$ cat src/rtl/core/pbfb_pkg.sv
// ============================================================================
// pbfb_pkg : shared types and constants of the packed pixel framebuffer
// Frame geometry limits, memory size, register indexes, action and format
// codes, and the pixel location record passed from the decoder.
// ============================================================================
`timescale 1ns / 1ps
`default_nettype none

package pbfb_pkg;

    // frame and memory geometry
    localparam int MAX_DIMENSION = 1024;
    localparam int MEM_BYTES     = 524288;
    localparam int DIM_W         = 11;                       // holds MAX_DIMENSION
    localparam int COORD_W       = $clog2(MAX_DIMENSION);    // pixel coordinate
    localparam int ROW_BYTES_W   = COORD_W;                  // holds MAX_DIMENSION / 2
    localparam int ADDR_W        = $clog2(MEM_BYTES);        // memory index
    localparam int SPAN_W        = ADDR_W + 1;               // byte counts and raw addresses

    // register indexes on the configuration port
    typedef enum logic [1:0] {
        REG_WIDTH  = 2'd0,
        REG_HEIGHT = 2'd1,
        REG_FORMAT = 2'd2
    } pbfb_reg_t;

    // request kinds
    typedef enum logic [1:0] {
        ACT_WRITE = 2'd0,
        ACT_READ  = 2'd1,
        ACT_CLEAR = 2'd2
    } pbfb_action_t;

    // pixel formats
    typedef enum logic [1:0] {
        FMT_MONO  = 2'd0,
        FMT_GRAY  = 2'd1,
        FMT_COLOR = 2'd2
    } pbfb_format_t;

    // log2 of bits per pixel; the unused format code acts as color
    localparam logic [1:0] SH_MONO  = 2'd0;
    localparam logic [1:0] SH_GRAY  = 2'd1;
    localparam logic [1:0] SH_COLOR = 2'd2;

    // pixel location decoded from a request
    typedef struct packed {
        logic              hit;      // point inside the frame
        logic              addr_ok;  // byte lies inside the memory
        logic [ADDR_W-1:0] addr;     // byte index
        logic [2:0]        slot;     // pixel position inside the byte, left first
    } pbfb_loc_t;

    function automatic logic [1:0] bpp_shift(input logic [1:0] fmt);
        logic [1:0] sh;
        case (fmt)
            FMT_MONO: sh = SH_MONO;
            FMT_GRAY: sh = SH_GRAY;
            default:  sh = SH_COLOR;
        endcase
        return sh;
    endfunction

endpackage

`default_nettype wire

$ cat src/rtl/core/pbfb_locate.sv
// ============================================================================
// pbfb_locate : pixel position decoder
// Clips a signed point to the frame and forms byte index and pixel slot.
// ============================================================================
`timescale 1ns / 1ps
`default_nettype none

module pbfb_locate (
    input  wire logic signed [15:0]                      pos_x,
    input  wire logic signed [15:0]                      pos_y,
    input  wire logic        [pbfb_pkg::DIM_W-1:0]       frame_w,
    input  wire logic        [pbfb_pkg::DIM_W-1:0]       frame_h,
    input  wire logic        [pbfb_pkg::ROW_BYTES_W-1:0] row_bytes,
    input  wire logic        [1:0]                       sh,
    output pbfb_pkg::pbfb_loc_t                          loc
);
    import pbfb_pkg::*;

    logic               x_ok;
    logic               y_ok;
    logic [COORD_W-1:0] ux;
    logic [COORD_W-1:0] uy;
    logic [COORD_W-1:0] col;
    logic [SPAN_W-1:0]  prod;
    logic [SPAN_W-1:0]  addr_full;

    always_comb
    begin
        x_ok = !pos_x[15] && (pos_x[14:0] < 15'(frame_w));
        y_ok = !pos_y[15] && (pos_y[14:0] < 15'(frame_h));
        ux   = pos_x[COORD_W-1:0];
        uy   = pos_y[COORD_W-1:0];

        case (sh)
            SH_MONO:
            begin
                col      = COORD_W'(ux >> 3);
                loc.slot = ux[2:0];
            end
            SH_GRAY:
            begin
                col      = COORD_W'(ux >> 2);
                loc.slot = {1'b0, ux[1:0]};
            end
            default:
            begin
                col      = COORD_W'(ux >> 1);
                loc.slot = {2'b00, ux[0]};
            end
        endcase

        prod        = SPAN_W'(uy * row_bytes);
        addr_full   = prod + SPAN_W'(col);
        loc.hit     = x_ok && y_ok;
        loc.addr_ok = addr_full < SPAN_W'(MEM_BYTES);
        loc.addr    = addr_full[ADDR_W-1:0];
    end

endmodule

`default_nettype wire

$ cat config.mk
export PLATFORM = sky130hd
export DESIGN_NAME = pbfb_locate
export DESIGN_NICKNAME = d
export VERILOG_FILES = /design/src/rtl/core/pbfb_pkg.sv /design/src/rtl/core/pbfb_locate.sv
export SDC_FILE = /design/constraint.sdc
export NUM_CORES = 1
export LEC_CHECK = 0
export ABC_CLOCK_PERIOD_IN_PS = 7900
export CAP_MARGIN = 10
export CORE_ASPECT_RATIO = 2
export CORE_MARGIN = 2
export CORE_UTILIZATION = 35
export DETAILED_ROUTE_END_ITERATION = 12
export DONT_BUFFER_PORTS = 1
export PLACE_DENSITY = 0.61
export SYNTH_ARGS = -nofsm -noshare
export SYNTH_HDL_FRONTEND = slang
export SYNTH_SLANG_ARGS = --single-unit
$ cat constraint.sdc
create_clock -name vclk -period 7.9
set_input_delay 1.185 -clock vclk [all_inputs]
set_output_delay 1.185 -clock vclk [all_outputs]
set_load 0.02 [all_outputs]
==> summary.md, run 1 <==
| Metric | Value |
|---|---|
| GP Congestion | `0.790` |
| Final hold vios | `0` |
| Worst-Margin Slew | `768 ps` |
| Vias per cell | `5.07` |
| FF/Latch Area | `0 sq um` |
| Vias | `3357` |
| Initial DRC count | `60` |
| Avg Inst Size Synth | `8.31 sq um` |
| Routed Antenna Nets | `0` |
| Min cycle time layout | `6860 ps` |
| CP Depth | `13` |
| Total GRT Usage | `13.7%` |
| CP Buf/Inv Count | `0` |
| Io pins | `90` |
| Hold Crit Class | `in2out` |
| Final Core Density | `36.4%` |
| Seq cells | `0` |
| Status | `finished clean` |
| Post-DP HPWL | `8490 um` |
| Nets | `730` |
| Critical path type | `in2out` |
| Diode count | `0` |
| CP max stage cell | `fa_1` |
| Total wire length | `9480 um` |
| Layout area overhead | `2.64%` |
| Layout clock buffers | `0` |
| Crit path max-delay family | `adder cells` |
| CP dominant cell by count | `fa_1` |
| Fmax | `0.146 GHz` |
| CP max stage delay | `610 ps` |
| Post-synth net total | `746` |
| Initial antenna violation count | `0` |
| Hold Buf Count CTS | `0` |
| Pwr Density | `326 nW/um^2` |
| Initial core utilization | `35.5%` |
| Worst endpoint data arrival time | `5680 ps` |
| Mapped Cells | `530` |
| Share of layout cells above drive strength 1 | `2.15%` |
| Port bufs | `0` |
| Postcts setup bufs | `0` |
| Critical Path End | `loc[21]` |
| Drt wl/cell | `14.3 um` |
| Period Utilization, post-route | `86.9%` |
| CP max FO | `11` |
| Cell Chain, Critical Path | `and2_1 > fa_1 > fa_1 > fa_1 > fa_1 > fa_1 > ha_1 > and3_1 > o211ai_1 > a31o_1 > a21boi_2 > a221oi_2 > xnor2_1` |
| Die footprint | `13500 sq um` |
| Post-Syn Area | `4400 sq um` |
| Cts repair resizes | `0` |
| Final Max Slew Viols | `0` |
| Drt pass-1 iters | `6` |
| Vias in the first global route | `3500` |
| Die height | `163 um` |
| Register area share after synthesis | `0%` |
| Final Hold Slack | `2370 ps` |
| Peak VDD IR | `0.000238 V` |
| Crit. End Element | `primary output` |
| Total gr overflow | `0` |
| Most common cell after layout, fill and taps aside | `inv_1` |
| Post-route DRC | `0` |
| Die Wd | `83.3 um` |
| Leak | `2.44 nW` |
| Commonest cells after routing, fill and taps aside | `inv_1, ha_1, fa_1` |
| Rel. slew slack | `48.0%` |
| Global-route wire length before repair | `15700 um` |
| Yosys Warn Count | `0` |
| Sum of negative setup slack | `0 ps` |
| RSZ-0062 raised after global routing | `no` |
| Endpoints failing setup | `0` |
| CP startpoint kind | `primary input` |
| Core area | `12400 sq um` |
| Num rows | `58` |
| Maxcap violations | `0` |
| Fillers | `1288` |
| Yosys cell types | `44` |
| Crit. Startpoint | `pos_y[4]` |
| Worst EP required | `6710 ps` |
| Largest net degree at the start of global routing | `20` |
## cells in the mapped netlist (3+ instances only)
library cell | n | share of area (%)
clkbuf_1 | 17 | 1.4
nand3_1 | 5 | 0.57
nor2b_1 | 5 | 0.71
nand2b_1 | 6 | 0.85
ha_1 | 79 | 22
fa_1 | 71 | 32
a21o_1 | 11 | 1.9
xor2_1 | 7 | 1.4
nand2_1 | 60 | 5.1
a21oi_1 | 21 | 2.4
inv_1 | 115 | 9.8
nor2_1 | 13 | 1.1
xnor2_1 | 8 | 1.6
o21ai_0 | 11 | 1.3
mux2i_1 | 7 | 1.6
and2_1 | 56 | 8.0
and3_1 | 3 | 0.43
nor4_1 | 3 | 0.43
## metal layers
| layer | GRT usage [%] | wire, um |
|---|---|---|
| met4 | 2.61 | 76 |
| met2 | 25.9 | 4980 |
| met3 | 1.52 | 409 |
| met1 | 16.7 | 4010 |
| met5 | 0 | 0 |
## area by class of cell
type	instances	area (sq um)	area share, %
multi-input cells	396	3890	86.2
inverters	116	435	9.64
well taps	150	188	4.15
## metrics by stage
step	total power, W	setup WS [ps]	instances	cell area (sq um)
4_1_cts	0.00149	1030	662	4520
3_5_place_dp	0.00149	1020	662	4520
5_1_grt	0.00165	815	662	4520
3_3_place_gp	0.00147	1060	662	4520
2_1_floorplan	0.00125	943	530	4400
6_report	0.00147	1040	662	4520
## where the power goes
part | total (W) | switching [W] | internal, W
Combinational | 0.00147 | 0.000972 | 0.000499
Sequential | 0 | 0 | 0
Clock | 0 | 0 | 0
## how the worst min path moves through the flow
stage              from      to  slack [ps]  cells past startpoint
4_1_cts        pos_x[0]  loc[0]        2370                      0
3_5_place_dp   pos_x[0]  loc[0]        2370                      0
3_3_place_gp   pos_x[0]  loc[0]        2370                      0
2_1_floorplan  pos_x[0]  loc[0]        2480                      1
5_1_grt        pos_x[0]  loc[0]        2370                      0
6_report       pos_x[0]  loc[0]        2370                      0
## cell families (layout without fill, tap and decap cells)
group,Yosys count,in the layout,synth area share (%)
multiplexers,8,8,1.85
XOR/XNOR,15,15,2.98
buffers and inverters,134,116,11.5
AND/OR/NAND/NOR,157,157,18.1
adder cells (fa/ha/maj),150,150,54.7
AO/OA/AOI/OAI,66,66,10.8
Power figures use the tool's default switching activity.
==> run 2, diff against run 1 <==
Settings changed: CORE_UTILIZATION 35 to 45, PLACE_DENSITY 0.61 to 0.72.
==> run 2 against run 1 <==
Wire length increased by 12%. Combinational power about the same. Maximum frequency decreased by 1.8%. Sequential cell count unchanged. Largest cell class unchanged.
==> summary.md, run 2 (same netlist as run 1, synthesis figures left out) <==
| Metric | Value |
|---|---|
| Vias in the first global route | `3637 (was 3500)` |
| Total power | `0.00148 W (was 0.00147 W)` |
| Share of layout cells above drive strength 1 | `2.15% (unchanged)` |
| Endpoints failing setup | `0 (unchanged)` |
| Layout area overhead | `2.13% (was 2.64%)` |
| Final Max Slew Viols | `0 (unchanged)` |
| Drt wl/cell | `16.6 um (was 14.3 um)` |
| Worst-Margin Slew | `724 ps (was 768 ps)` |
| Total wire length | `10700 um (was 9480 um)` |
| Die Wd | `73.9 um (was 83.3 um)` |
| FF/Latch Area | `0 sq um (unchanged)` |
| CP startpoint kind | `primary input (unchanged)` |
| Initial DRC count | `94 (was 60)` |
| Postcts setup bufs | `0 (unchanged)` |
| Global-route wire length before repair | `17200 um (was 15700 um)` |
| Port bufs | `0 (unchanged)` |
| Seq cells | `0 (unchanged)` |
| Crit. End Element | `primary output (unchanged)` |
| Drt pass-1 iters | `4 (was 6)` |
| Leak | `2.44 nW (unchanged)` |
| Worst endpoint data arrival time | `5800 ps (was 5680 ps)` |
| Maxcap violations | `0 (unchanged)` |
| Final hold vios | `0 (unchanged)` |
| Largest net degree at the start of global routing | `20 (unchanged)` |
| Routed Antenna Nets | `0 (unchanged)` |
| Sum of negative setup slack | `0 ps (unchanged)` |
| Vias | `3431 (was 3357)` |
| CP max FO | `11 (unchanged)` |
| Layout clock buffers | `0 (unchanged)` |
| Critical Path End | `loc[22] (was loc[21])` |
| Num rows | `51 (was 58)` |
| Period Utilization, post-route | `88.4% (was 86.9%)` |
| Min cycle time layout | `6990 ps (was 6860 ps)` |
| Final Core Density | `46.7% (was 36.4%)` |
| Vias per cell | `5.33 (was 5.07)` |
| Hold Buf Count CTS | `0 (unchanged)` |
| Pwr Density | `330 nW/um^2 (was 326 nW/um^2)` |
| Post-DP HPWL | `9650 um (was 8490 um)` |
| Io pins | `90 (unchanged)` |
| Status | `finished clean (unchanged)` |
| Critical path type | `in2out (unchanged)` |
| Initial antenna violation count | `0 (unchanged)` |
| Initial core utilization | `45.7% (was 35.5%)` |
| Nets | `730 (unchanged)` |
| Worst EP required | `6710 ps (about the same)` |
| Hold Crit Class | `in2out (unchanged)` |
| Crit. Startpoint | `pos_y[5] (was pos_y[4])` |
| Total gr overflow | `0 (unchanged)` |
| Rel. slew slack | `51.0% (was 48.0%)` |
| Total GRT Usage | `20.8% (was 13.7%)` |
| Post-route DRC | `0 (unchanged)` |
| GP Congestion | `0.923 (was 0.790)` |
| Peak VDD IR | `0.000365 V (was 0.000238 V)` |
| Diode count | `0 (unchanged)` |
| RSZ-0062 raised after global routing | `no (unchanged)` |
| Die height | `144 um (was 163 um)` |
| Most common cell after layout, fill and taps aside | `inv_1 (unchanged)` |
| Core area | `9640 sq um (was 12400 sq um)` |
| Commonest cells after routing, fill and taps aside | `inv_1, ha_1, fa_1 (unchanged)` |
| Cts repair resizes | `0 (unchanged)` |
| Die footprint | `10600 sq um (was 13500 sq um)` |
| Fmax | `0.143 GHz (was 0.146 GHz)` |
run 2: where the power goes:
group	internal [W]	switching, W	total, W
combinational	0.000506	0.000976	0.00148
sequential	0	0	0
clock	0	0	0
run 2: area by class of cell:
| cell class | count | area, sq um |
|---|---|---|
| fillers | 972 | 5140 |
| multi-input cells | 396 | 3890 |
| inverters | 116 | 435 |
| well taps | 132 | 165 |
run 2: through the flow:
stage / hold WS [ps] / cell area (sq um) / instances / setup WS (ps)
after floorplan: 2480 / 4400 / 530 / 943
after global placement: 2370 / 4500 / 644 / 959
after detailed placement: 2370 / 4500 / 644 / 854
after CTS: 2370 / 4500 / 644 / 852
after global routing: 2370 / 4500 / 644 / 778
final: 2370 / 4500 / 644 / 913
run 2: how the worst min path moves through the flow:
stage / from / end / slack [ps] / cells after the start
floorplan: pos_x[0] / loc[0] / 2480 / 1
global route: pos_x[0] / loc[0] / 2370 / 0
detailed placement: pos_x[0] / loc[0] / 2370 / 0
finish: pos_x[0] / loc[0] / 2370 / 0
global placement: pos_x[0] / loc[0] / 2370 / 0
CTS: pos_x[0] / loc[0] / 2370 / 0
run 2: worst max-delay path: stages:
cell,delay [ps]
nand2_1,60
fa_1,580
inv_1,70
fa_1,500
inv_1,50
fa_1,480
inv_1,60
fa_1,540
inv_1,70
fa_1,540
inv_1,50
ha_1,360
a21o_1,220
o2111a_2,290
a21boi_1,200
mux2_1,350
o311ai_1,220
run 2: per-layer routing:
layer | part of all wire, % | GRT usage (%) | wire, um | vias up
li1 | - | - | - | 1621
met5 | 0 | 0 | 0 | -
met1 | 32 | 21.9 | 3430 | 1706
met3 | 3.3 | 0.912 | 347 | 16
met4 | 2.6 | 4.50 | 274 | 0
met2 | 62 | 43.0 | 6610 | 88
==> run 3, diff against run 2 <==
Settings changed: ABC_AREA from default to 1.
==> run 3 against run 2 <==
Total power increased by 8.7%. Die area increased by 5.3%. Critical path depth unchanged. Synthesized cell count increased by 31%. Sequential cell count unchanged. Area after synthesis increased by 5.5%. Final cell count increased by 25%. Non-clock buffer count unchanged. Via count increased by 18%. Core utilization increased by 0.25 points. Critical endpoint is now loc[14]. Largest power group unchanged. Highest routed layer unchanged.
==> summary.md, run 3 <==
| Metric | Value |
|---|---|
| Most common cell after layout, fill and taps aside | `inv_1 (unchanged)` |
| Crit path max-delay family | `adder cells (unchanged)` |
| Crit. End Element | `primary output (unchanged)` |
| Fmax | `0.154 GHz (was 0.143 GHz)` |
| Post-synth top cells | `inv_1, nand2_1, ha_1 (was inv_1, ha_1, fa_1)` |
| Final Core Density | `46.9% (was 46.7%)` |
| Seq cells | `0 (unchanged)` |
| Endpoints failing setup | `0 (unchanged)` |
| Num rows | `52 (was 51)` |
| Global-route wire length before repair | `18400 um (was 17200 um)` |
| Share of layout cells above drive strength 1 | `2.24% (was 2.15%)` |
| Hold Buf Count CTS | `0 (unchanged)` |
| Avg Inst Size Synth | `6.71 sq um (was 8.31 sq um)` |
| Vias in the first global route | `4282 (was 3637)` |
| Final hold vios | `0 (unchanged)` |
| Initial core utilization | `46.1% (was 45.7%)` |
| Inst Count DP | `806 (was 644)` |
| Drt wl/cell | `14.2 um (was 16.6 um)` |
| Worst-Margin Slew | `521 ps (was 724 ps)` |
| Yosys cell types | `27 (was 44)` |
| Total wire length | `11500 um (was 10700 um)` |
| Post-synth net total | `908 (was 746)` |
| Die Wd | `75.8 um (was 73.9 um)` |
| Die footprint | `11200 sq um (was 10600 sq um)` |
| Vias per cell | `5.02 (was 5.33)` |
| Rel. slew slack | `65.1% (was 51.0%)` |
| Total GRT Usage | `20.8% (about the same)` |
| Commonest cells after routing, fill and taps aside | `inv_1, nand2_1, ha_1 (was inv_1, ha_1, fa_1)` |
| Status | `finished clean (unchanged)` |
| Maxcap violations | `0 (unchanged)` |
| Core area | `10100 sq um (was 9640 sq um)` |
| CP max FO | `11 (unchanged)` |
| Vias | `4044 (was 3431)` |
| Final Max Slew Viols | `0 (unchanged)` |
| Yosys Warn Count | `0 (unchanged)` |
| Pwr Density | `341 nW/um^2 (was 330 nW/um^2)` |
| Largest cells by area after synthesis | `fa_1, ha_1, inv_1 (unchanged)` |
| Sum of negative setup slack | `0 ps (unchanged)` |
| Largest net degree at the start of global routing | `12 (was 20)` |
| Diode count | `0 (unchanged)` |
| CP max stage cell | `fa_1 (unchanged)` |
| RSZ-0062 raised after global routing | `no (unchanged)` |
| Postcts setup bufs | `0 (unchanged)` |
| Final instance area | `4730 sq um (was 4500 sq um)` |
| Most common cell in the netlist | `inv_1 (unchanged)` |
| Post-Syn Area | `4640 sq um (was 4400 sq um)` |
| Nets | `889 (was 730)` |
| Io pins | `90 (unchanged)` |
| Port bufs | `0 (unchanged)` |
| GP Congestion | `0.905 (was 0.923)` |
| Routed Antenna Nets | `0 (unchanged)` |
| Drt pass-1 iters | `4 (unchanged)` |
| Worst EP required | `6710 ps (about the same)` |
| Area leader, netlist | `fa_1 (unchanged)` |
| Cell Chain, Critical Path | `nand2_1 > fa_1 > inv_1 > fa_1 > inv_1 > fa_1 > inv_1 > fa_1 > inv_1 > fa_1 > inv_1 > ha_1 > nand2_2 > nor2_2 > nand3_1 > nand3_2 > xor2_1 (was nand2_1 > fa_1 > inv_1 > fa_1 > inv_1 > fa_1 > inv_1 > fa_1 > inv_1 > fa_1 > inv_1 > ha_1 > a21o_1 > o2111a_2 > a21boi_1 > mux2_1 > o311ai_1)` |
| Layout clock buffers | `0 (unchanged)` |
| Post-route DRC | `0 (unchanged)` |
| Worst endpoint data arrival time | `5300 ps (was 5800 ps)` |
| Min cycle time layout | `6480 ps (was 6990 ps)` |
| Initial antenna violation count | `0 (unchanged)` |
| Mapped Cells | `692 (was 530)` |
| Register area share after synthesis | `0% (unchanged)` |
| CP startpoint kind | `primary input (unchanged)` |
| Cts repair resizes | `0 (unchanged)` |
| FF/Latch Area | `0 sq um (unchanged)` |
| CP max stage delay | `530 ps (was 580 ps)` |
| CP Buf/Inv Count | `5 (unchanged)` |
| Total power | `0.00161 W (was 0.00148 W)` |
| Peak VDD IR | `0.000219 V (was 0.000365 V)` |
| Die height | `148 um (was 144 um)` |
| Critical path type | `in2out (unchanged)` |
| Leak | `3.11 nW (was 2.44 nW)` |
| Post-DP HPWL | `10400 um (was 9650 um)` |
| Total gr overflow | `0 (unchanged)` |
| Non-Filler Instances | `806 (was 644)` |
| Layout area overhead | `1.86% (was 2.13%)` |
| Post-Place Cell Area | `4730 sq um (was 4500 sq um)` |
| Initial DRC count | `143 (was 94)` |
| Period Utilization, post-route | `82.0% (was 88.4%)` |
| Hold Crit Class | `in2out (unchanged)` |
| Yosys top cell area share | `30.6% (was 32.3%)` |
run 3: cell types whose count changed after synthesis, moves of 7 or more:
cell,previous run,this run
nand3_1,5,17
a21o_1,11,0
and2_1,56,1
inv_1,115,210
nand2_1,60,193
nor2_1,13,30
mux2i_1,7,0
run 3: layer usage:
| layer | wire length (um) | vias to the layer above | global-route usage (%) |
|---|---|---|---|
| li1 | - | 1965 | - |
| met4 | 544 | 0 | 7.11 |
| met3 | 375 | 35 | 0.886 |
| met1 | 3560 | 1923 | 19.7 |
| met5 | 0 | - | 0 |
| met2 | 6980 | 121 | 42.9 |
run 3: kinds of logic (layout without fill, tap and decap cells):
kind of cell / count (synthesis) / after routing / synth area share (%)
buffers and inverters: 233 / 212 / 18.9
adder cells (fa/ha/maj): 150 / 150 / 51.9
AO/OA/AOI/OAI: 40 / 40 / 4.82
XOR/XNOR: 10 / 10 / 1.89
AND/OR/NAND/NOR: 259 / 259 / 22.5
run 3: power breakdown:
group / internal, W / switching, W / total, W
registers: 0 / 0 / 0
clock network: 0 / 0 / 0
logic: 0.000505 / 0.00111 / 0.00161
run 3: final timing paths:
check	startpoint	to	slack, ps	depth (start not counted)
worst max-delay path	pos_y[5]	loc[14]	1420	17
worst min-delay path	pos_x[0]	loc[0]	2370	0
run 3: area by class of cell:
cell class | instances | area, sq um
tap | 135 | 169
fill | 1057 | 5350
inverter | 212 | 796
multi-input combinational | 459 | 3770
run 3: stage by stage:
step / hold WS, ps / worst slack, ps
2_1_floorplan: 2450 / 1290
3_3_place_gp: 2370 / 1420
3_5_place_dp: 2370 / 1420
4_1_cts: 2370 / 1410
5_1_grt: 2370 / 1240
6_report: 2370 / 1420
